### src/rtl/core/prc_pkg.sv
// Shared types, widths and register indices for the proportional-resonant controller.
// Used by every module under rtl/core; has no dependencies of its own.
`default_nettype none

package prc_pkg;

    localparam int COEF_W          = 24;   // coefficient width, signed
    localparam int COEF_FRAC_BITS  = 20;   // fractional bits of the coefficients
    localparam int LIMIT_W         = 15;   // saturation magnitude width, unsigned
    localparam int DRV_W           = LIMIT_W + 1;  // saturated drive always fits here
    localparam int SAMPLE_BITS_DEF = 16;
    localparam int CFG_IDX_W       = 3;
    localparam int CFG_DATA_W      = COEF_W;

    localparam logic [LIMIT_W-1:0] LIMIT_RESET = {LIMIT_W{1'b1}};

    typedef enum logic [CFG_IDX_W-1:0] {
        REG_B0    = 3'd0,
        REG_B1    = 3'd1,
        REG_B2    = 3'd2,
        REG_A1    = 3'd3,
        REG_A2    = 3'd4,
        REG_LIMIT = 3'd5
    } t_cfg_idx;

    typedef struct packed {
        logic signed [COEF_W-1:0]  b0;
        logic signed [COEF_W-1:0]  b1;
        logic signed [COEF_W-1:0]  b2;
        logic signed [COEF_W-1:0]  a1;
        logic signed [COEF_W-1:0]  a2;
        logic        [LIMIT_W-1:0] limit;
    } t_coefs;

    // Load strobes of the four pipeline registers.
    typedef struct packed {
        logic ld1;
        logic ld2;
        logic ld3;
        logic ld4;
    } t_pipe_ctl;

    // Width of one coefficient product: covers both error and drive history.
    function automatic int prod_w(input int sample_bits);
        int mw;
        mw = (sample_bits + 1 > DRV_W) ? sample_bits + 1 : DRV_W;
        return COEF_W + mw;
    endfunction

    // Accumulator width: five products summed without overflow.
    function automatic int acc_w(input int sample_bits);
        return prod_w(sample_bits) + 3;
    endfunction

endpackage

`default_nettype wire

### src/rtl/core/prc_ff.sv
// Feedforward stages: error, error history, numerator products and their sum.
// Depends on prc_pkg; feeds prc_fb.
`default_nettype none

module prc_ff #(
    parameter int SAMPLE_BITS = prc_pkg::SAMPLE_BITS_DEF
) (
    input  wire logic                                      i_clk,
    input  wire logic                                      i_rst_n,
    input  wire prc_pkg::t_pipe_ctl                        i_ctl,
    input  wire prc_pkg::t_coefs                           i_coefs,
    input  wire logic signed [SAMPLE_BITS-1:0]             i_setpoint,
    input  wire logic signed [SAMPLE_BITS-1:0]             i_feedback,
    output logic signed [prc_pkg::acc_w(SAMPLE_BITS)-1:0]  o_ff,
    output logic signed [SAMPLE_BITS:0]                    o_err
);

    localparam int ERR_W  = SAMPLE_BITS + 1;
    localparam int PROD_W = prc_pkg::prod_w(SAMPLE_BITS);
    localparam int ACC_W  = prc_pkg::acc_w(SAMPLE_BITS);

    // stage 1: input samples
    logic signed [SAMPLE_BITS-1:0] r_sp, r_fb;
    // error history, advanced as each word leaves stage 1
    logic signed [ERR_W-1:0]       r_e1, r_e2;
    // stage 2: error and the three numerator products
    logic signed [ERR_W-1:0]       r_e_s2;
    logic signed [PROD_W-1:0]      r_pb0, r_pb1, r_pb2;
    // stage 3: feedforward sum
    logic signed [ERR_W-1:0]       r_e_s3;
    logic signed [ACC_W-1:0]       r_ff;

    logic signed [ERR_W-1:0]       err;
    logic signed [PROD_W-1:0]      n_pb0, n_pb1, n_pb2;

    assign err   = ERR_W'(r_sp) - ERR_W'(r_fb);
    assign n_pb0 = PROD_W'(i_coefs.b0) * PROD_W'(err);
    assign n_pb1 = PROD_W'(i_coefs.b1) * PROD_W'(r_e1);
    assign n_pb2 = PROD_W'(i_coefs.b2) * PROD_W'(r_e2);

    always_ff @(posedge i_clk) begin
        if (!i_rst_n) begin
            r_e1 <= '0;
            r_e2 <= '0;
        end else if (i_ctl.ld2) begin
            r_e1 <= err;
            r_e2 <= r_e1;
        end
    end

    always_ff @(posedge i_clk) begin
        if (i_ctl.ld1) begin
            r_sp <= i_setpoint;
            r_fb <= i_feedback;
        end
        if (i_ctl.ld2) begin
            r_e_s2 <= err;
            r_pb0  <= n_pb0;
            r_pb1  <= n_pb1;
            r_pb2  <= n_pb2;
        end
        if (i_ctl.ld3) begin
            r_e_s3 <= r_e_s2;
            r_ff   <= ACC_W'(r_pb0) + ACC_W'(r_pb1) + ACC_W'(r_pb2);
        end
    end

    assign o_ff  = r_ff;
    assign o_err = r_e_s3;

endmodule

`default_nettype wire

### config.mk
export PLATFORM = sky130hd
export DESIGN_NAME = prc_ff
export DESIGN_NICKNAME = d
export VERILOG_FILES = /design/src/rtl/core/prc_pkg.sv /design/src/rtl/core/prc_ff.sv
export SDC_FILE = /design/constraint.sdc
export NUM_CORES = 2
export LEC_CHECK = 0
export BUFFER_PORTS_ARGS = -buffer_cell sky130_fd_sc_hd__buf_4
export CAP_MARGIN = 10
export CORE_MARGIN = 5
export CORE_UTILIZATION = 70
export DETAILED_ROUTE_END_ITERATION = 7
export GPL_TIMING_DRIVEN = 0
export PLACE_DENSITY = 0.86
export SLEW_MARGIN = 20
export SYNTH_ARGS = -nofsm -noshare
export SYNTH_HDL_FRONTEND = slang
export SYNTH_SLANG_ARGS = --single-unit
### constraint.sdc
create_clock -name i_clk -period 14.16 [get_ports i_clk]
set_input_delay 2.124 -clock i_clk [delete_from_list [all_inputs] [get_ports i_clk]]
set_output_delay 2.124 -clock i_clk [all_outputs]
set_load 0.005 [all_outputs]
Word level (Yosys, flattened, before mapping). Index checks and enable logic that the tools add are counted.

Output and inout bits: 61. Register bits: 267. Input bits: 173.

Multiply operators: 3. Add/sub/neg operators: 3.

Operators with widths (count): $mul 24x17->41 (3); $add 42x41->43 (1); $add 41x41->42 (1); $sub 16x16->17 (1).

Longest topological paths before layout.
Word-level depth: 2. Mapped depth: 35. Depth with buffers taken out: 34.

Worst setup path before layout. No wires, ideal clock.

Kind: input port to flip-flop. Start point: input port i_coefs[78] in the netlist's numbering. End point: register r_pb2[40] (data pin). Slack: 6034 ps. Required time: 13900 ps. Buffers on the path: 2. Stages on the path: 23. Data arrival time: 7866 ps. Cells stage by stage: clkbuf_1 -> nand2_1 -> fa_1 -> inv_1 -> fa_1 -> inv_1 -> fa_1 -> fa_1 -> fa_1 -> inv_1 -> fa_1 -> ha_1 -> clkbuf_1 -> o21ai_1 -> a21oi_1 -> o211ai_1 -> o21a_1 -> a2111oi_0 -> o21ai_1 -> o211a_1 -> o21ai_1 -> a21oi_1 -> xnor2_1.

Cells in the longest elaborated chain, start to end: 1.

RTL lines: from (decl) (RTL line prc_ff.sv:11) `input wire prc_pkg::t_coefs i_coefs,`; $mul 24x17->41 (RTL line prc_ff.sv:39) `assign n_pb2 = PROD_W'(i_coefs.b2) * PROD_W'(r_e2);`; named net n_pb2[40] (RTL line prc_ff.sv:34) `logic signed [PROD_W-1:0] n_pb0, n_pb1, n_pb2;`; to (signal assigned) (RTL line prc_ff.sv:60) `r_pb2 <= n_pb2;`; to (decl) (RTL line prc_ff.sv:28) `logic signed [PROD_W-1:0] r_pb0, r_pb1, r_pb2;`.

The timed path passes the listed nets, and every way through them passes these cells. A chain may end at the register's enable or synchronous reset.

Final worst setup path.
Start point: register r_fb[1]. End point: register r_pb0[37] (data pin).

Cells in the longest elaborated chain, start to end: 2.

RTL lines: from (decl) (RTL line prc_ff.sv:23) `logic signed [SAMPLE_BITS-1:0] r_sp, r_fb;`; from (signal assigned) (RTL line prc_ff.sv:54) `r_fb <= i_feedback;`; $sub 16x16->17 (RTL line prc_ff.sv:36) `assign err = ERR_W'(r_sp) - ERR_W'(r_fb);`; named net err[7] (RTL line prc_ff.sv:33) `logic signed [ERR_W-1:0] err;`; $mul 24x17->41 (RTL line prc_ff.sv:37) `assign n_pb0 = PROD_W'(i_coefs.b0) * PROD_W'(err);`; named net n_pb0[37] (RTL line prc_ff.sv:34); to (signal assigned) (RTL line prc_ff.sv:58) `r_pb0 <= n_pb0;`; to (decl) (RTL line prc_ff.sv:28).

The timed path passes the listed nets, and every way through them passes these cells.

==> key figures <==
Route
  • Vias per Instance: 5.88
  • Routed length per placed instance: ~21 µm
  • WL final: about 140000 µm
  • Initial DRT Pass Iterations: 6
  • Post-route ant nets: 0
  • Drt drc: 0
  • Iter 0 DRT Violations: 3704
  • Via count: 39800

Final layout
  • Leading cell types in the layout, fill and taps excluded: inv_1, fa_1, nand2_1
  • Nets: 7475
  • Commonest non-fill, non-tap cell in the layout: inv_1
  • Area of the multi-input gates: between 40000 and 50000 µm²
  • Synth-to-Final Area Change: 6.68%
  • FF+latch area: 7650 µm²
  • Filler cells: 5255
  • Fraction of layout cells with a size suffix above 1: 0.0437

CTS
  • CTS sink cnt: roughly 270
  • Post-CTS resize count: 0
  • Hold buffers post-CTS: 0
  • Inserted Clock Buffers: 28
  • CTS tree: done
  • Max H-tree Level: 1
  • Clock Tree Buf Depth: 3
  • Postcts setup bufs: 0
  • Worst-path clk slew: about 70 ps
  • Clk root buf: clkbuf_16
  • Clk_lat worst skew: 580 ps

Die
  • Die Wd: between 200 and 300 µm
  • Die ar.: 83800 µm²
  • Core area: ~77000 µm²
  • I/O Pins: 234
  • Initial core utilization: 0.706
  • Rows: 102
  • Die span in y: 289 µm

Logic synthesis
  • Prevailing post-synth register cell: edfxtp_1
  • Syn Nets: 7270
  • Synth Register Bits: between 200 and 300
  • Yosys warns: 0
  • Syn_area_per_cell: between 9 and 10 µm²
  • Synth area leaders: fa_1, edfxtp_1, inv_1
  • Post-synth top area share: 0.456
  • Mapped Area: 54700 µm²
  • Cell count after synthesis: approximately 5500
  • Post-synth EDFFs: 232
  • Area leader, netlist: fa_1
  • Synth async-reset ratio: 0
  • Register area share after synthesis: 0.140
  • Netlist cell types: 74

Setup path
  • Worst reg-to-reg setup slack: 4320 ps
  • Critical path class: reg2reg
  • CP Launch Point: r_fb[1]
  • Worst setup path endpoint: r_pb0[37]
  • Worst path most repeated cell: fa_1
  • Crit path launch type: flip-flop
  • Slowest cell delay on critical path: 820 ps
  • Reg2reg end: r_pb0[37]
  • Reg2reg path depth: 29
  • Critical path's slowest cell: clkbuf_1
  • Crit path capture type: flip-flop
  • Worst EP arrival: about 10000 ps
  • Worst reg2reg startpoint: r_fb[1]
  • Worst Path Max Fanout: 10
  • Worst Path Required: between 10000 and 15000 ps

Global route
  • Gr usage total: 0.359
  • Number of global-route vias before repair: 42700
  • Global-route wire length before repair: 230000 µm
  • Initial antenna violation count: 8
  • Congestion Overflow GR: 0
  • Pin count of the biggest net entering global routing: 103

STA
  • Post-Route Setup TNS: 0 ps
  • Clock skew: 17.1 ps
  • Fmax: just over 0.1 GHz
  • Period utilization: 0.695
  • Final setup fails: 0
  • Final hold violations: 0
  • Rel. slew slack: 0.212
  • Tmin final: 9840 ps
  • Final Max Slew Viols: 0
  • Worst Tran Pin Value: 1170 ps
  • RSZ-0062 raised after global routing: false

Placed design
  • Dpl hpwl: 120000 µm
  • RD Place Congestion: 1.02
  • Port buffer count: 169

Worst hold path
  • Worst hold-check path type: reg2reg

Run
  • Maxcap violations: 0

Run status
  • Status: finished clean
==> flip-flops by register name, indices dropped and copies added, names as in the netlist <==
register,cells
r_pb1,41
o_ff,43
r_sp,16
r_e_s2,17
r_e1,17
o_err,17
r_pb2,41
r_e2,17
r_pb0,41
r_fb,16
==> synth_stat cells, types with 6 or more instances <==
cell,n
nand2b_1,67
mux2i_1,32
nand3_1,24
fa_1,1246
a211o_1,6
clkbuf_1,196
or2_1,10
nand2_1,757
a21oi_1,135
a21o_1,75
nand4_1,12
and3_1,16
a211oi_1,8
and2_1,414
xor2_1,39
o211ai_1,7
nor2b_1,103
edfxtp_1,232
or3_1,9
o21ai_0,34
xnor2_1,128
ha_1,354
o21ai_1,38
o21a_1,31
a31oi_1,13
dfxtp_1,34
o21bai_1,21
nor2_1,95
inv_1,1251
nor3_1,20
==> critical path, delay by kind of cell, from the launching register on <==
| family | cells | cell delay, ps |
|---|---|---|
| xor+xnor | 1 | 750 |
| flops | 1 | 380 |
| compound gates | 10 | 3190 |
| fa+ha+maj | 8 | 3560 |
| buf+inv | 5 | 1030 |
| simple gates | 5 | 690 |
==> how the worst min path moves through the flow <==
stage / start / to / slack [ps] / depth (start not counted)
2_1_floorplan: r_e_s2[0] / o_err[0] / 400 / 0
3_3_place_gp: r_e_s2[13] / o_err[13] / 400 / 0
3_5_place_dp: r_e_s2[5] / o_err[5] / 400 / 0
4_1_cts: r_e_s2[13] / o_err[13] / 420 / 0
5_1_grt: r_e_s2[2] / o_err[2] / 440 / 0
6_report: r_e_s2[13] / o_err[13] / 410 / 0
==> metal layers <==
metal,vias to the layer above,global-route usage,share of wire
met5,-,0,0.00013
met4,2,0.184,0.067
met3,586,0.0970,0.12
met2,2355,0.551,0.45
met1,20000,0.478,0.36
li1,16900,-,-
==> cells by family (layout without fill, tap and decap cells) <==
family / Yosys count / in the layout / synth area share
adders and majority gates: 1600 / 1600 / 0.537
and+or+nand+nor: 1546 / 1546 / 0.137
xor gates and xnor gates: 167 / 167 / 0.0268
DFF: 266 / 266 / 0.140
other: 0 / 15 / 0
AOI/OAI and AO/OA: 435 / 435 / 0.0530
buffers and inverters: 1451 / 1676 / 0.0997
muxes: 32 / 32 / 0.00586
==> through the flow <==
step | util | setup WS [ps] | cell area (µm²) | std cells | hold slack [ps]
after floorplan | - | 6030 | 54700 | 5497 | 400
after global routing | 0.752 | 4100 | 58300 | 6763 | 436
final | 0.753 | 4320 | 58300 | 6777 | 415
after global placement | 0.739 | 4270 | 57200 | 6706 | 401
after CTS | 0.752 | 4650 | 58300 | 6762 | 417
after detailed placement | 0.741 | 4130 | 57400 | 6712 | 405
==> final cells by class <==
type,count,share of cell area
antenna,15,0.000644
tap,1040,0.0223
sequential,266,0.131
buffer,199,0.0129
multi-input combinational,3780,0.714
inverter,1252,0.0806
clock buffer,30,0.0121
clock inverter,20,0.00296
timing repair buffer,175,0.0233
Power is left out: the tool's default activity adds up to more than one toggle a clock period on the data nets, which glitch-free logic cannot reach.
