$ cat src/rtl/core/prc_pkg.sv
// Shared types, widths and register indices for the proportional-resonant controller.
// Used by every module under rtl/core; has no dependencies of its own.
`default_nettype none

package prc_pkg;

    localparam int COEF_W          = 24;   // coefficient width, signed
    localparam int COEF_FRAC_BITS  = 20;   // fractional bits of the coefficients
    localparam int LIMIT_W         = 15;   // saturation magnitude width, unsigned
    localparam int DRV_W           = LIMIT_W + 1;  // saturated drive always fits here
    localparam int SAMPLE_BITS_DEF = 16;
    localparam int CFG_IDX_W       = 3;
    localparam int CFG_DATA_W      = COEF_W;

    localparam logic [LIMIT_W-1:0] LIMIT_RESET = {LIMIT_W{1'b1}};

    typedef enum logic [CFG_IDX_W-1:0] {
        REG_B0    = 3'd0,
        REG_B1    = 3'd1,
        REG_B2    = 3'd2,
        REG_A1    = 3'd3,
        REG_A2    = 3'd4,
        REG_LIMIT = 3'd5
    } t_cfg_idx;

    typedef struct packed {
        logic signed [COEF_W-1:0]  b0;
        logic signed [COEF_W-1:0]  b1;
        logic signed [COEF_W-1:0]  b2;
        logic signed [COEF_W-1:0]  a1;
        logic signed [COEF_W-1:0]  a2;
        logic        [LIMIT_W-1:0] limit;
    } t_coefs;

    // Load strobes of the four pipeline registers.
    typedef struct packed {
        logic ld1;
        logic ld2;
        logic ld3;
        logic ld4;
    } t_pipe_ctl;

    // Width of one coefficient product: covers both error and drive history.
    function automatic int prod_w(input int sample_bits);
        int mw;
        mw = (sample_bits + 1 > DRV_W) ? sample_bits + 1 : DRV_W;
        return COEF_W + mw;
    endfunction

    // Accumulator width: five products summed without overflow.
    function automatic int acc_w(input int sample_bits);
        return prod_w(sample_bits) + 3;
    endfunction

endpackage

`default_nettype wire

$ cat src/rtl/core/prc_fb.sv
// Feedback stage: denominator terms, scaling, saturation, drive history, result register.
// Depends on prc_pkg; takes the feedforward sum from prc_ff.
`default_nettype none

module prc_fb #(
    parameter int SAMPLE_BITS = prc_pkg::SAMPLE_BITS_DEF
) (
    input  wire logic                                           i_clk,
    input  wire logic                                           i_rst_n,
    input  wire prc_pkg::t_pipe_ctl                             i_ctl,
    input  wire prc_pkg::t_coefs                                i_coefs,
    input  wire logic signed [prc_pkg::acc_w(SAMPLE_BITS)-1:0]  i_ff,
    input  wire logic signed [SAMPLE_BITS:0]                    i_err,
    output logic signed [SAMPLE_BITS-1:0]                       o_drive,
    output logic signed [SAMPLE_BITS:0]                         o_err
);

    localparam int DRV_W  = prc_pkg::DRV_W;
    localparam int PROD_W = prc_pkg::prod_w(SAMPLE_BITS);
    localparam int ACC_W  = prc_pkg::acc_w(SAMPLE_BITS);

    logic signed [DRV_W-1:0]       r_u1, r_u2;
    logic signed [PROD_W-1:0]      r_pa2;
    logic signed [SAMPLE_BITS-1:0] r_drive;
    logic signed [SAMPLE_BITS:0]   r_err;

    logic signed [PROD_W-1:0]      pa1, n_pa2;
    logic signed [ACC_W-1:0]       acc, scaled, lim, neg_lim, u_sat;

    // a2 term is one step behind: keep it refreshed every cycle so it follows
    // both the drive history and any coefficient rewrite.
    assign n_pa2 = PROD_W'(i_coefs.a2) * PROD_W'(i_ctl.ld4 ? r_u1 : r_u2);
    assign pa1   = PROD_W'(i_coefs.a1) * PROD_W'(r_u1);

    assign acc     = i_ff - ACC_W'(pa1) - ACC_W'(r_pa2);
    assign scaled  = acc >>> prc_pkg::COEF_FRAC_BITS;
    assign lim     = $signed(ACC_W'({1'b0, i_coefs.limit}));
    assign neg_lim = -lim;

    always_comb begin
        if (scaled <= neg_lim) begin
            u_sat = neg_lim;
        end else if (scaled >= lim) begin
            u_sat = lim;
        end else begin
            u_sat = scaled;
        end
    end

    always_ff @(posedge i_clk) begin
        if (!i_rst_n) begin
            r_u1  <= '0;
            r_u2  <= '0;
            r_pa2 <= '0;
        end else begin
            r_pa2 <= n_pa2;
            if (i_ctl.ld4) begin
                r_u1 <= u_sat[DRV_W-1:0];
                r_u2 <= r_u1;
            end
        end
    end

    always_ff @(posedge i_clk) begin
        if (i_ctl.ld4) begin
            r_drive <= u_sat[SAMPLE_BITS-1:0];
            r_err   <= i_err;
        end
    end

    assign o_drive = r_drive;
    assign o_err   = r_err;

endmodule

`default_nettype wire
$ cat config.mk
export PLATFORM = sky130hd
export DESIGN_NAME = prc_fb
export DESIGN_NICKNAME = d
export VERILOG_FILES = /design/src/rtl/core/prc_pkg.sv /design/src/rtl/core/prc_fb.sv
export SDC_FILE = /design/constraint.sdc
export NUM_CORES = 2
export LEC_CHECK = 0
export BUFFER_PORTS_ARGS = -buffer_cell sky130_fd_sc_hd__buf_2
export CAP_MARGIN = 10
export CORE_ASPECT_RATIO = 0.5
export CORE_MARGIN = 4
export CORE_UTILIZATION = 54
export CTS_BUF_LIST = sky130_fd_sc_hd__clkbuf_16
export DETAILED_ROUTE_END_ITERATION = 6
export PLACE_DENSITY = 0.72
export SLEW_MARGIN = 15
export SYNTH_ARGS = -nofsm -noshare
export SYNTH_HDL_FRONTEND = slang
export SYNTH_SLANG_ARGS = --single-unit
$ cat constraint.sdc
create_clock -name i_clk -period 28 [get_ports i_clk]
set_clock_uncertainty 0.1 [all_clocks]
set_input_delay 1.4 -clock i_clk [delete_from_list [all_inputs] [get_ports i_clk]]
set_output_delay 1.4 -clock i_clk [all_outputs]
set_load 0.02 [all_outputs]
---- Word level (Yosys, flattened, before mapping) ----
Cells that the tools add are included.
word-level totals
  register bits after elaboration ......... 106
  output and inout bits ................... 33
  logic and storage cells ................. 15
cells by class
  $add $sub $neg .......................... 3
  multiply operators ...................... 2
  $lt $le $gt $ge ......................... 2
  mux-type cells .......................... 3
operators with widths
  cell            number
  $le 24x44->1    1
  $neg 15->44     1
  $sub 44x40->44  1
  $sub 44x41->44  1
  $mul 24x41->41  1
  $mux 41         1
  $mul 24x16->40  1
  $mux 16         2
  $ge 24x16->1    1

---- Logic depth before layout (Yosys ltp) ----
  depth in word-level cells ............... 6
  mapped depth ............................ 39
  mapped depth without buffers ............ 36

---- Worst setup path after synthesis ----
No wires, ideal clock.
  path type ............................... input to register
  start ................................... input i_coefs[62] in the netlist's numbering
  end ..................................... register r_drive[0], in the netlist o_drive[0] (data pin)
  setup time .............................. 0.265 ns
  data arrival time ....................... 10.321 ns
  required time ........................... 27.635 ns
  slack ................................... 17.313 ns
  stages .................................. 38
  cells stage by stage .................... clkbuf_1 nand2_1 inv_1 fa_1 inv_1 fa_1 inv_1 fa_1 inv_1 fa_1 fa_1 inv_1 fa_1 inv_1 ha_1 a21o_1 a31o_2 a21oi_1 [2 not listed] o311ai_1 a31o_2 xnor2_1 inv_1 ha_1 a21o_1 a21o_1 a21oi_1 nor2_1 a2111oi_0 o211ai_1 a31oi_1 a41oi_2 mux2i_1 buf_2 buf_4 nand2_1 mux2i_1
between the ends
  cells in the longest elaborated chain, start to end .. 6
  elaborated cells on any way between the ends .. 7
  classes of those cells .................. add/sub (2); mul (1); order compare (2); mux (2)
ends and longest elaborated chain
  item                  RTL line      source
  from (decl)           prc_fb.sv:11  input wire prc_pkg::t_coefs i_coefs,
  $mul 24x16->40 *      prc_fb.sv:33  assign pa1 = PROD_W'(i_coefs.a1) * PROD_W'(r_u1);
  $sub 44x40->44 *      prc_fb.sv:35  assign acc = i_ff - ACC_W'(pa1) - ACC_W'(r_pa2);
  $sub 44x41->44 *      prc_fb.sv:35
  $ge 24x16->1          prc_fb.sv:43  end else if (scaled >= lim) begin
  $mux 16               prc_fb.sv:43
  $mux 16 *             prc_fb.sv:41  if (scaled <= neg_lim) begin
  net u_sat[0]          prc_fb.sv:28  logic signed [ACC_W-1:0] acc, scaled, lim, neg_lim, u_sat;
  to (signal assigned)  prc_fb.sv:66  r_drive <= u_sat[SAMPLE_BITS-1:0];
  to (decl)             prc_fb.sv:24  logic signed [SAMPLE_BITS-1:0] r_drive;
Mark *: on every way through the listed nets, which the timed path passes. The rest lies on a longest branch.
A chain may end at the register's enable or synchronous reset.

---- Worst setup path in the final report ----
  start ................................... input i_coefs[62] in the netlist's numbering
  end ..................................... register r_u1[14]
between the ends
  cells in the longest elaborated chain, start to end .. 6
  elaborated cells on any way between the ends .. 7
  classes of those cells .................. add/sub (2); mul (1); order compare (2); mux (2)
ends and longest elaborated chain
  item                  RTL line      source
  $mul 24x16->40 *      prc_fb.sv:33
  $sub 44x40->44 *      prc_fb.sv:35
  $sub 44x41->44 *      prc_fb.sv:35
  $ge 24x16->1          prc_fb.sv:43
  $mux 16               prc_fb.sv:43
  $mux 16 *             prc_fb.sv:41
  to (signal assigned)  prc_fb.sv:58  r_u1 <= u_sat[DRV_W-1:0];
  to (decl)             prc_fb.sv:22  logic signed [DRV_W-1:0] r_u1, r_u2;
Every way passes the cells marked *; elsewhere a longest branch is shown, timed or not.

==> flow_summary.json <==
{
  "avgSynthCellArea_um2": 9.27,
  "drv_slew": 0,
  "tightest_slew_ns": 1.08,
  "grt.total_usage": 0.268,
  "grt_pass1_vias": 29500,
  "ioPinCount": 235,
  "gr-total-overflow": 0,
  "setup_viol": 0,
  "row_count": 67,
  "drt-vias-per-instance": 5.43,
  "dieArea_um2": 73900,
  "syn-num-nets": 5439,
  "crit_arrival_ns": 12.46,
  "place.gp.congestion": 0.913,
  "htree_levels": 3,
  "clkSlewWorstSetupHoldPaths_ns": 0.07,
  "cts_setup_buffers": 0,
  "synth_seq_area_share": 0.0655,
  "syn_inst": 4041,
  "layout-drive-gt1-share": 0.0604,
  "status": "completed",
  "syn2layout_area_growth_pct": 4.87,
  "rr_worst_depth": 36,
  "core_um2": 67800,
  "clock_sinks": 106,
  "clockBufferDepth": 2,
  "hold_viol": 0,
  "path_max_fanout": 42,
  "crit_path_top_delay_cell": "a2111oi_0",
  "grt_pass1_wl_um": 158000,
  "synth_flop_cell": "dfxtp_1",
  "die_h_um": 194,
  "wl_um": 95800,
  "cp-startpoint": "i_coefs[62]",
  "cts-resized-gates": 0,
  "critPathKind": "primary input to flop",
  "fin_crit_ns": 12.29,
  "finish.net_count": 5484,
  "start_kind": "primary input",
  "wire_per_inst_um": 19.2,
  "cap_violations": 0,
  "cts_tree": "yes",
  "fp.dieW_um": 380,
  "relSlewSlack": 0.283,
  "end_kind": "flop",
  "cp_data_required_time_ns": 28.17,
  "first_pass_iters": 7,
  "ys_ff_latch": 106,
  "async_flop_share": 0,
  "netlist_area_um2": 37400,
  "endpoint": "r_u1[14]$_SDFFE_PN0P_",
  "drt_iter0_drc": 1949,
  "grt_antenna_before_repair": 5,
  "vias": 27100,
  "hpwl_um": 78300,
  "period_share": 0.439,
  "rr_startpoint": "r_u1[2]$_SDFFE_PN0P_",
  "hp-class": "flop to flop",
  "cts_root_buf": "clkbuf_16",
  "clkLatencyLatePin_ns": 0.36,
  "crit_top_cell": "inv_1",
  "holdBufCountCts": 0,
  "rsz0062_at_grt": "no",
  "cp_slowest_stage_delay_ns": 0.65,
  "start_util": 0.552,
  "regToRegEndpoint": "r_u1[14]$_SDFFE_PN0P_",
  "portBuffers": 159,
  "nFillCells": 5797,
  "cts_buffers": 9,
  "antenna_left": 0,
  "rrSetupSlack_ns": 16.30,
  "grt_max_degree": 60,
  "drc": 0,
  "setup_tns_ns": 0,
  "synth_edf_count": 33,
  "synth.distinct_cells": 77,
  "yosys_warnings": 0,
  "fmax_ghz": 0.0814
}
Yosys cell counts, drive strengths merged, types with 4 or more instances:
| cell type | instances | area (um^2) |
|---|---|---|
| mux2 | 20 | 225 |
| ha | 288 | 3600 |
| a31o | 7 | 61.3 |
| nor2 | 62 | 233 |
| clkbuf | 141 | 531 |
| o221ai | 4 | 41.3 |
| or3 | 9 | 56.3 |
| nand2 | 477 | 1790 |
| nor3 | 34 | 175 |
| and3 | 15 | 93.8 |
| a21oi | 93 | 465 |
| dfxtp | 73 | 1460 |
| a211oi | 17 | 133 |
| nand3 | 38 | 190 |
| xor2 | 20 | 175 |
| o21a | 8 | 60.1 |
| o211ai | 17 | 133 |
| a21o | 40 | 300 |
| xnor2 | 56 | 490 |
| a211o | 4 | 35.0 |
| nor2b | 36 | 225 |
| fa | 908 | 18200 |
| or2 | 16 | 100 |
| a31oi | 8 | 50.1 |
| mux2i | 33 | 330 |
| nand4 | 20 | 125 |
| nand2b | 13 | 81.3 |
| inv | 1079 | 4050 |
| buf | 5 | 43.8 |
| o21bai | 8 | 60.1 |
| nor3b | 10 | 80.1 |
| and2 | 349 | 2180 |
| o21ai | 56 | 280 |
| edfxtp | 33 | 991 |
worst max-delay path, delay by kind of cell:
kind	cells	cell delay, ns
xor+xnor	1	0.34
compound gates	15	3.69
mux	1	0.18
fa+ha+maj	8	3.76
buf+inv	9	2.28
simple gates	4	0.81
area by class of cell:
class                           count  area (um^2)  area share
Antenna cell                        5         12.5    0.000319
Sequential cell                   106         2450      0.0624
Tap cell                          897         1120      0.0286
Inverter                         1079         4050       0.103
Timing Repair Buffer              180          953      0.0243
Clock buffer                        9          225     0.00573
Multi-Input combinational cell   2710        30400       0.774
Clock inverter                      7         67.6     0.00172
layer usage:
metal  share of wire  global-route usage  routed length [um]  vias to the layer above
met2            0.46               0.429               44000                     1020
met4           0.023              0.0670                2210                        2
li1                -                   -                   -                    12000
met1            0.43               0.383               40700                    14000
met3           0.093              0.0480                8860                      128
met5         0.00014                   0                  13                        -
layout by cell type, fill, tap and decap left out, types with 12 or more instances in the layout:
| cell | count |
|---|---|
| a211oi_1 | 16 |
| a21o_1 | 40 |
| a21oi_1 | 93 |
| and2_1 | 349 |
| and3_1 | 15 |
| buf_2 | 159 |
| buf_4 | 21 |
| dfxtp_1 | 73 |
| edfxtp_1 | 33 |
| fa_1 | 908 |
| ha_1 | 288 |
| inv_1 | 1080 |
| mux2_2 | 20 |
| mux2i_1 | 32 |
| nand2_1 | 476 |
| nand2b_1 | 13 |
| nand3_1 | 38 |
| nand4_1 | 20 |
| nor2_1 | 62 |
| nor2b_1 | 36 |
| nor3_1 | 33 |
| o211ai_1 | 16 |
| o21ai_0 | 44 |
| o21ai_1 | 12 |
| or2_2 | 15 |
| xnor2_1 | 56 |
| xor2_1 | 20 |
worst min path at each step:
stage / from / endpoint / slack, ns / cells after the start
after floorplan: r_u2[0]$_SDFFE_PN0P_ / r_u2[0]$_SDFFE_PN0P_ / 0.38 / 2
after detailed placement: r_u1[13]$_SDFFE_PN0P_ / r_u1[13]$_SDFFE_PN0P_ / 0.37 / 2
after global placement: r_u1[13]$_SDFFE_PN0P_ / r_u1[13]$_SDFFE_PN0P_ / 0.36 / 2
after global routing: r_u1[13]$_SDFFE_PN0P_ / r_u1[13]$_SDFFE_PN0P_ / 0.40 / 2
after CTS: r_u1[13]$_SDFFE_PN0P_ / r_u1[13]$_SDFFE_PN0P_ / 0.39 / 2
final: r_u1[13]$_SDFFE_PN0P_ / r_u1[13]$_SDFFE_PN0P_ / 0.38 / 2
flip-flops by register name (all words and copies together) (netlist names):
name	flops
r_u2	16
r_u1	16
o_err	17
o_drive	16
r_pa2	41
cell families after synthesis:
family / synth area share
multiplexers: 0.0148
buffers and inverters: 0.123
flip-flops: 0.0655
XOR/XNOR: 0.0184
AND/OR/NAND/NOR: 0.144
AO/OA/AOI/OAI: 0.0517
adder cells (fa/ha/maj): 0.582
stage by stage:
stage	std cells	setup slack, ns	area (um^2)	hold WS [ns]	utilization
2_1_floorplan	4041	17.31	37400	0.375	-
3_3_place_gp	4972	15.70	39000	0.358	0.575
3_5_place_dp	4972	15.66	39000	0.370	0.575
4_1_cts	4988	15.95	39300	0.386	0.579
5_1_grt	4992	15.28	39300	0.404	0.579
6_report	4993	15.71	39300	0.385	0.579
Power is not shown: default switching activity piles up to over one toggle a cycle in this logic, so the estimate is an artifact.
