$ cat config.mk
export PLATFORM = sky130hd
export DESIGN_NAME = prc_cfg_regs
export DESIGN_NICKNAME = d
export VERILOG_FILES = /design/src/rtl/core/prc_pkg.sv /design/src/rtl/core/prc_cfg_regs.sv
export SDC_FILE = /design/constraint.sdc
export NUM_CORES = 1
export LEC_CHECK = 0
export ABC_AREA = 1
export BUFFER_PORTS_ARGS = -buffer_cell sky130_fd_sc_hd__buf_4
export CORE_MARGIN = 2
export CORE_UTILIZATION = 45
export CTS_CLUSTER_SIZE = 10
export DETAILED_ROUTE_END_ITERATION = 12
export GPL_ROUTABILITY_DRIVEN = 0
export PLACE_DENSITY_LB_ADDON = 0.12
export SLEW_MARGIN = 5
export SYNTH_ARGS = -nofsm -noshare
export SYNTH_HDL_FRONTEND = slang
export SYNTH_SLANG_ARGS = --single-unit
$ cat constraint.sdc
create_clock -name i_clk -period 1 [get_ports i_clk]
set_input_delay 0.2 -clock i_clk [delete_from_list [all_inputs] [get_ports i_clk]]
set_output_delay 0.2 -clock i_clk [all_outputs]
set_load 0.005 [all_outputs]
$ cat src/rtl/core/prc_pkg.sv
// Shared types, widths and register indices for the proportional-resonant controller.
// Used by every module under rtl/core; has no dependencies of its own.
`default_nettype none

package prc_pkg;

    localparam int COEF_W          = 24;   // coefficient width, signed
    localparam int COEF_FRAC_BITS  = 20;   // fractional bits of the coefficients
    localparam int LIMIT_W         = 15;   // saturation magnitude width, unsigned
    localparam int DRV_W           = LIMIT_W + 1;  // saturated drive always fits here
    localparam int SAMPLE_BITS_DEF = 16;
    localparam int CFG_IDX_W       = 3;
    localparam int CFG_DATA_W      = COEF_W;

    localparam logic [LIMIT_W-1:0] LIMIT_RESET = {LIMIT_W{1'b1}};

    typedef enum logic [CFG_IDX_W-1:0] {
        REG_B0    = 3'd0,
        REG_B1    = 3'd1,
        REG_B2    = 3'd2,
        REG_A1    = 3'd3,
        REG_A2    = 3'd4,
        REG_LIMIT = 3'd5
    } t_cfg_idx;

    typedef struct packed {
        logic signed [COEF_W-1:0]  b0;
        logic signed [COEF_W-1:0]  b1;
        logic signed [COEF_W-1:0]  b2;
        logic signed [COEF_W-1:0]  a1;
        logic signed [COEF_W-1:0]  a2;
        logic        [LIMIT_W-1:0] limit;
    } t_coefs;

    // Load strobes of the four pipeline registers.
    typedef struct packed {
        logic ld1;
        logic ld2;
        logic ld3;
        logic ld4;
    } t_pipe_ctl;

    // Width of one coefficient product: covers both error and drive history.
    function automatic int prod_w(input int sample_bits);
        int mw;
        mw = (sample_bits + 1 > DRV_W) ? sample_bits + 1 : DRV_W;
        return COEF_W + mw;
    endfunction

    // Accumulator width: five products summed without overflow.
    function automatic int acc_w(input int sample_bits);
        return prod_w(sample_bits) + 3;
    endfunction

endpackage

`default_nettype wire

$ cat src/rtl/core/prc_cfg_regs.sv
// Configuration register file: coefficients and drive limit.
// Depends on prc_pkg for register indices and the coefficient struct.
`default_nettype none

module prc_cfg_regs (
    input  wire logic                             i_clk,
    input  wire logic                             i_rst_n,
    input  wire logic                             i_wr_en,
    input  wire logic [prc_pkg::CFG_IDX_W-1:0]    i_wr_index,
    input  wire logic [prc_pkg::CFG_DATA_W-1:0]   i_wr_data,
    output prc_pkg::t_coefs                       o_coefs
);

    prc_pkg::t_coefs r_coefs;

    always_ff @(posedge i_clk) begin
        if (!i_rst_n) begin
            r_coefs.b0    <= '0;
            r_coefs.b1    <= '0;
            r_coefs.b2    <= '0;
            r_coefs.a1    <= '0;
            r_coefs.a2    <= '0;
            r_coefs.limit <= prc_pkg::LIMIT_RESET;
        end else if (i_wr_en) begin
            unique case (prc_pkg::t_cfg_idx'(i_wr_index))
                prc_pkg::REG_B0:    r_coefs.b0    <= $signed(i_wr_data);
                prc_pkg::REG_B1:    r_coefs.b1    <= $signed(i_wr_data);
                prc_pkg::REG_B2:    r_coefs.b2    <= $signed(i_wr_data);
                prc_pkg::REG_A1:    r_coefs.a1    <= $signed(i_wr_data);
                prc_pkg::REG_A2:    r_coefs.a2    <= $signed(i_wr_data);
                prc_pkg::REG_LIMIT: r_coefs.limit <= i_wr_data[prc_pkg::LIMIT_W-1:0];
                default: ;
            endcase
        end
    end

    assign o_coefs = r_coefs;

endmodule

`default_nettype wire

After elaboration in Yosys (flattened, before gate mapping)
Index checks and enable logic that the tools add are counted.

word-level totals
  bits in writable memories = 0
  bits in latches = 0
  register bits after elaboration = 135
  bits in read-only memories = 0
  input port bits = 30
  word-level logic and storage cells = 18
  memories kept = 0

cells by class
  magnitude comparators = 0
  div/mod/pow operators = 0
  shift operators = 0
  reductions and logical operators = 7
  eq/ne operators = 5
  add/subtract/negate cells = 0
  bitwise logic cells = 0
  multiply operators = 0
  mux-type cells = 0

operators by type and width
  cell                count
  $reduce_and 2->1    6
  $eq 3x2->1 const B  2
  $eq 3x3->1 const B  2
  $eq 3x1->1 const B  1
  $logic_not 3->1     1

Logic depth before layout (Yosys ltp)
Gate-level depths: netlist of run 1.

  depth after elaboration = 2
  mapped depth = 7
  mapped depth without buffers = 5

Least setup slack after synthesis of run 1
OpenSTA, ideal clock, no wires.

  kind = in2reg
  start point = input i_wr_en
  end point = register r_coefs, in the netlist o_coefs[111]
  arrival time = 917 ps
  stages on the path = 7
  slack = -30 ps
  setup time = 113 ps
  data required time = 887 ps
  cell sequence = inv_1 -> nor2_2 -> buf_2 -> buf_2 -> nand3_1 -> nand2_1 -> nor2_1

between the ends
  longest elaborated chain between the ends = 1

ends and longest elaborated chain
  element                            RTL line            text
  from (decl)                        prc_cfg_regs.sv:8   input wire logic i_wr_en,
  $reduce_and 2->1 (no source line)  --
  to (decl)                          prc_cfg_regs.sv:14  prc_pkg::t_coefs r_coefs;

Every way passes these cells.
A chain may end at the register's enable or synchronous reset.

Worst setup path in the final report of run 1
  start point = register r_coefs, in the netlist o_coefs[15]
  end point = output o_coefs[15] (netlist name)

RTL lines
  element    RTL line            text
  to (decl)  prc_cfg_regs.sv:11  output prc_pkg::t_coefs o_coefs

No word-level cell between the ends.

==> results of run 1 <==
-- area by class of cell --
| class | count | area (um^2) |
|---|---|---|
| fill | 850 | 3120 |
| sequential | 135 | 2870 |
| multi-input combinational | 542 | 2240 |
| timing repair buffer | 209 | 2220 |
| clock buffer | 20 | 467 |
| clock inverter | 12 | 198 |
| tap | 143 | 179 |
| inverter | 30 | 120 |
-- through the flow --
step,total power [uW],cell area [um^2],worst slack [ns]
after floorplan,6480,5290,-0.00365
after global placement,7120,6810,-0.101
after detailed placement,7160,6810,-0.167
after CTS,14300,8270,-0.0725
after global routing,14700,8300,-0.0871
final,14300,8300,-0.0628
-- per-layer routing --
layer | vias to the layer above | part of all wire [%] | global-route usage, %
li1 | 2716 | - | -
met1 | 2577 | 43 | 32.7
met2 | 216 | 47 | 40.9
met3 | 35 | 6.7 | 5.67
met4 | 0 | 2.7 | 11.1
met5 | - | 0 | 0
-- power groups by stage --
stage               clock network, uW  logic, uW  registers, uW
floorplan                           0        681           5790
global placement                    0       1330           5790
detailed placement                  0       1360           5800
CTS                              7020       1510           5750
global route                     7250       1670           5770
finish                           6980       1530           5750
-- logic make-up after synthesis --
kind of cell  count (synthesis)  synth area share [%]
simple gates                542                  42.2
buf+inv                      80                  6.59
flops                       135                  51.2
-- final timing paths --
| path | from | slack (ns) | cells past startpoint | endpoint |
|---|---|---|---|---|
| worst min register to register | o_coefs[9] | 0.47 | 2 | o_coefs[9] |
| worst max register to register | o_coefs[104] | 0.17 | 4 | o_coefs[104] |
| worst max-delay path | o_coefs[15] | -0.06 | 1 | o_coefs[15] |
| worst min-delay path | i_wr_data[13] | 0.01 | 3 | o_coefs[13] |
-- synth_stat cells --
| library cell | count | area (um^2) |
|---|---|---|
| nand2_1 | 157 | 589 |
| clkbuf_1 | 9 | 33.8 |
| buf_2 | 26 | 130 |
| nor2_4 | 1 | 11.3 |
| dfxtp_1 | 135 | 2700 |
| inv_1 | 29 | 109 |
| buf_1 | 11 | 41.3 |
| buf_4 | 4 | 30.0 |
| nor2_1 | 241 | 905 |
| nor2_2 | 8 | 50.1 |
| nand3_1 | 135 | 676 |
| inv_2 | 1 | 3.75 |
-- cell usage in the layout (no fill, tap or decap), drive strengths merged --
cell type / instances
nand2: 157
clkbuf: 20
clkinvlp: 4
bufinv: 5
buf: 207
inv: 28
dlygate4sd3: 2
nor2: 250
dfxtp: 135
clkinv: 5
nand3: 135
-- what timing repair did --
item / CTS / global route
resized for setup: 270 / 2
endpoints found under the hold margin: 2 / 0
endpoints found under the setup margin: 135 / 141
hold buffers: 2 / 0
buffers inserted: 13 / 3
==> run summary, run 1 <==
The signal on the critical path passes through buf_6. The area growth from synthesis to final layout is 57.1%. The initial antenna violation count is 0. The flip-flop count of the largest register after layout is 135.

Once detail routing completed, the nets flagged for antenna violations numbered 0. The root buffer selected by CTS is clkbuf_16. The final reports fail on negative setup slack.

The total DRC errors in the routed layout is 0. The kind of cell with the highest combined delay along the critical path is flip-flops. The class of the most critical setup path is flop to output port. The setup slack of the critical path after layout came out at -0.0628 ns.

The arrival time reported for the critical path endpoint is 0.86 ns. The required time reported for the critical path endpoint is 0.80 ns. The clock transition time at the flip-flop clock pins of the worst setup and hold paths is 0.05 ns.

The effective utilization at floorplan is 46.3%. The number of unique standard cell types used by synthesis is 12. The power share of the sequential group came out at 40.3%. The final max-slew violation count is 0. The detailed placement HPWL came out at 11100 um. The peak supply drop is 1.03 mV. The total global-route track usage came out at 25.3%. Wires add up to 16200 um. The power per cell area came out at 1720 nW/um^2. STA classifies the critical path startpoint as a flop. The per-instance average area after synthesis is 6.98 um^2.

The cell count after synthesis came out at 757. The number of maximum-capacitance violations came out at 0. The via count is 5544. The count of buffers inserted at the top-level ports is 164. The fraction of the yosys area taken by sequential cells came out at 51.2%. The number of levels in the clock H-tree is 4.

The floorplan die height came out at 112 um. In the final design database the tool counted 965 nets. The relative contribution of the clock network to total power came out at 48.9%.

Final hold analysis gives a worst-case slack of 0.0134 ns. The layout cell share with drive strength beyond 1 is 40.8%. The number of buffers added by the clock tree synthesis step is 17. The number of instances in the placed design came out at 1041. TritonCTS built the clock tree. In this design, the stage delay of the slowest critical-path cell is 0.36 ns.

In the final timing run, aggregate negative setup slack is -5.88 ns. Counting every sink on the clock net gives 135. The transition time at the pin with the least slew margin came out at 0.298 ns. Dividing the detail-routed wire length by the instance count gives 14.9 um. Setup repair after global routing could not meet its margin everywhere. The final worst-path cycle share came out at 106%. The antenna diode instance count is 0. The number of warnings printed during yosys synthesis came out at 0. The area of the die came out at 12600 um^2. The number of search-and-repair iterations in the first detailed-routing pass came out at 6. The mapped netlist covers 5280 um^2. The run finished, with violations left. The maximum achievable frequency is 0.941 GHz. The category of the worst setup path capture point is an output port.

In this run, the combinational gates consume 10.7% of the power. The number of global-route vias before repair came out at 5180. The number of hold-slack violations in the final timing report came to 0. The first global-routing pass estimated 25500 um of wire. The number of standard cells in the final layout excluding fillers came out at 1091. The maximum fanout count along the critical path came out at 2.

The routed via count divided by cell count came out at 5.08. The utilization after layout came out at 72.7%. Setup violations remaining at the end of the flow were counted as 135.

The total internal power is 11000 uW. No sink is reached through more buffers than the 2 on the longest clock path. The region available for standard cell placement spans 11400 um^2. The largest individual stage delay along the critical path comes from the cell dfxtp_2.

The clock insertion delay at the later pin of the skew report is 0.41 ns. The leftover overflow at the end of global routing came out at 0. Synthesis inferred 135 register bits. The final worst clock skew came out at 0 ns. The power spent charging and discharging nets is 3280 uW.

The switching share of power came out at 23.0%. The shortest period the worst path allows came out at 1.06 ns. Headroom to the max-slew limit came out at 80.1%.

For this design the static power due to leakage is 0.00382 uW. In this run the horizontal extent of the chip is 112 um. The cell row count came out at 39. The classification of the worst-slack hold path is input port to flop. The worst path buffer plus inverter count came out at 1. The post-synth net total is 787. The number of placed I/O pins is 165. The pin count of the biggest net entering global routing is 65. The initial DRC count came out at 442.
Note: power is estimated with default switching activity, not from simulation.
==> run 2, diff against run 1 <==
--- a/config.mk
+++ b/config.mk
@@ -7,8 +7,8 @@
 export LEC_CHECK = 0
 export ABC_AREA = 1
 export BUFFER_PORTS_ARGS = -buffer_cell sky130_fd_sc_hd__buf_4
-export CORE_MARGIN = 2
-export CORE_UTILIZATION = 45
+export CORE_MARGIN = 3
+export CORE_UTILIZATION = 40
 export CTS_CLUSTER_SIZE = 10
 export DETAILED_ROUTE_END_ITERATION = 12
 export GPL_ROUTABILITY_DRIVEN = 0
==> run summary, run 2 (synthesized netlist as in run 1, its figures left out) <==
The run finished, with violations left. The checks that failed: negative setup slack. The worst path buffer plus inverter count is 1 (unchanged).

The number of global-route vias before repair came out at 5315 (+2.6%). The startpoint of the tightest hold check path is i_wr_data[13]. The total area of multi-input combinational cells came to 2250 um^2 (+0.45%). The total global-route track usage is 23.4% (-1.9 points). The standby leakage power was 0.00383 uW (+0.23%). In the layout the commonest cells are nor2_1 (240), nand2_1 (157), buf_6 (136), dfxtp_2 (135), nand3_1 (133). The buffer depth of the longest clock path is 2 (unchanged). The core footprint came out at 12800 um^2 (+12%). The post-route setup TNS came out at -6.12 ns (-0.234 ns). The total detailed-routing wirelength was 16700 um (+2.9%). The clock insertion delay at the later pin of the skew report came out at 0.41 ns (about the same). The worst hold slack is 0.0116 ns (-0.00177 ns). The routed length per instance is 14.8 um (-0.23%). The library cell used most frequently in the layout, excluding fill and tap cells, is nor2_1.

The total DRC errors in the routed layout came to 0 (unchanged). The transition time at the pin with the least slew margin came out at 0.318 ns (+0.0201 ns). The path depth of the worst reg2reg path came out at 4 (unchanged). The register-to-register setup slack was 0.19 ns (+0.02 ns).

The initial DRC count is 516 (+17%). The layout cell share with drive strength beyond 1 is 41.0% (+0.21 points). The sequential cell area came to 2870 um^2 (unchanged). The final max-slew violation count came out at 0 (unchanged).

The kind of start point of the critical path is a flop. The cell row count came out at 41 (+5.1%). The root buffer selected by CTS is clkbuf_16.

The maximum achievable frequency was 0.934 GHz (-0.70%). The final worst clock skew is 0 ns (unchanged). The setup slack of the critical path after layout is -0.0703 ns (-0.00751 ns). The number of maximum-capacitance violations came out at 0 (unchanged). The clock transition time at the flip-flop clock pins of the worst setup and hold paths is 0.06 ns (about the same).

The number of clock sinks came to 135 (unchanged). The classification of the worst-slack hold path is input port to flop. The switching share of power is 23.4% (+0.41 points). The count of buffers inserted at the top-level ports is 164 (unchanged). The initial antenna violation count came out at 0 (unchanged).

The number of setup violations in the final report is 135 (unchanged). The endpoint identified for the worst register-to-register timing path is o_coefs[9]. The required time reported for the critical path endpoint is 0.80 ns (about the same). The total internal power is 10400 uW (-5.0%). The floorplan die height is 121 um (+7.6%). The shortest period the worst path allows is 1.07 ns (+0.00751 ns).

Setup repair after global routing could not meet its margin everywhere. STA classifies the critical path endpoint as an output port. The routed via count divided by cell count came to 4.90 (-3.5%). The class of the most critical setup path is flop to output port.

The dominant delay contributor by cell family on the critical path is flip-flops. The path with the worst hold slack has its endpoint at o_coefs[13]. The number of instances in the placed design is 1072 (+3.0%). In this run the critical register-to-register path is launched from o_coefs[9]. The number of buffers added by the clock tree synthesis step came out at 17 (unchanged). The final antenna-violating net count is 0 (unchanged). The power share of the sequential group came out at 42.3% (+2.0 points). The delay of the slowest cell on the worst path is 0.36 ns (about the same). The power spent charging and discharging nets was 3190 uW (-2.8%). The number of levels in the clock H-tree was 4 (unchanged). The number of search-and-repair iterations in the first detailed-routing pass is 5 (-1).

The logic gate share of total power is 11.4% (+0.7 points). The relative contribution of the clock network to total power came to 46.3% (-2.6 points). The leftover overflow at the end of global routing came out at 0 (unchanged). The pin count of the biggest net entering global routing was 48 (-26%). The number of fillers in the final layout came to 1090 (+28%). The number of standard cells in the final layout excluding fillers was 1125 (+3.1%). The antenna diode instance count came out at 0 (unchanged). The area growth from synthesis to final layout is 58.2%. Walking the worst path, the cells encountered are buf_6. The power per cell area was 1630 nW/um^2 (-5.2%). The effective utilization at floorplan is 41.3% (-4.9 points).

The number of hold-slack violations in the final timing report is 0 (unchanged). The peak supply drop is 1.10 mV (+6.6%). The area of the die is 14600 um^2 (+16%). The critical-path cell with the highest stage delay is dfxtp_2. The maximum fanout count along the critical path is 2 (unchanged).

The global-route wire length before repair came out at 26900 um (+5.4%). The detailed placement HPWL was 11500 um (+3.8%). The final worst-path cycle share is 107% (+0.75 points).

The normalized max-slew margin came to 78.8% (-1.3 points). In this run the worst setup path begins at o_coefs[13]. The die width came out at 121 um (+7.6%). The via count is 5514 (-0.54%). The number of nets in the layout came out at 970 (+0.52%). TritonCTS built the clock tree. The flip-flop count of the largest register after layout is 135 (unchanged).

The number of instances on the worst hold path is 3 (unchanged). The arrival time reported for the critical path endpoint is 0.87 ns (about the same). The number of placed I/O pins came out at 165 (unchanged).
==> run 2: changes by cell type in the layout (fill, tap and decap cells not counted), sizes merged <==
cell | before | now
dlymetal6s4s | 0 | 1
clkinvlp | 4 | 5
clkbuf | 20 | 24
bufinv | 5 | 2
buf | 207 | 208
dlygate4sd3 | 2 | 5
inv | 28 | 26
==> run 2: how the worst max path moves through the flow <==
stage,endpoint,depth (start not counted)
after floorplan,o_coefs[18],6
after global placement,o_coefs[0],7
after detailed placement,o_coefs[33],7
after CTS,o_coefs[13],1
after global routing,o_coefs[19],1
final,o_coefs[13],1
==> run 2: layout make-up <==
class | instances | share of cell area (%)
Multi-Input combinational cell | 542 | 27.0
Timing Repair Buffer | 214 | 27.3
Inverter | 30 | 1.53
Tap cell | 172 | 2.58
Clock inverter | 8 | 1.11
Sequential cell | 135 | 34.4
Clock buffer | 24 | 6.12
==> run 2: timing repair <==
item	4_1_cts	5_1_grt
pin swaps	0	3
endpoints found under the setup margin	135	155
hold buffers	6	0
hold endpoints to repair	6	0
gates resized for setup	270	8
setup buffers	12	3
==> run 2: layer usage <==
metal / track usage (%) / wire, um
met2: 37.5 / 7980
met4: 9.77 / 489
met5: 0 / 0
met1: 30.1 / 7010
met3: 5.92 / 1220
==> run 2: power by group through the flow <==
stage	logic [uW]	clock network [uW]	registers, uW
finish	1560	6300	5760
CTS	1530	6380	5760
global placement	1350	0	5800
global route	1720	6650	5780
floorplan	681	0	5790
detailed placement	1370	0	5800
==> run 2: metrics by stage <==
step	area, um^2	setup WS, ns	power, uW	util [%]
2_1_floorplan	5290	-0.00365	6480	-
3_3_place_gp	6870	-0.100	7150	53.8
3_5_place_dp	6870	-0.160	7180	53.8
4_1_cts	8300	-0.0840	13700	65.0
5_1_grt	8360	-0.0985	14100	65.4
6_report	8360	-0.0703	13600	65.4
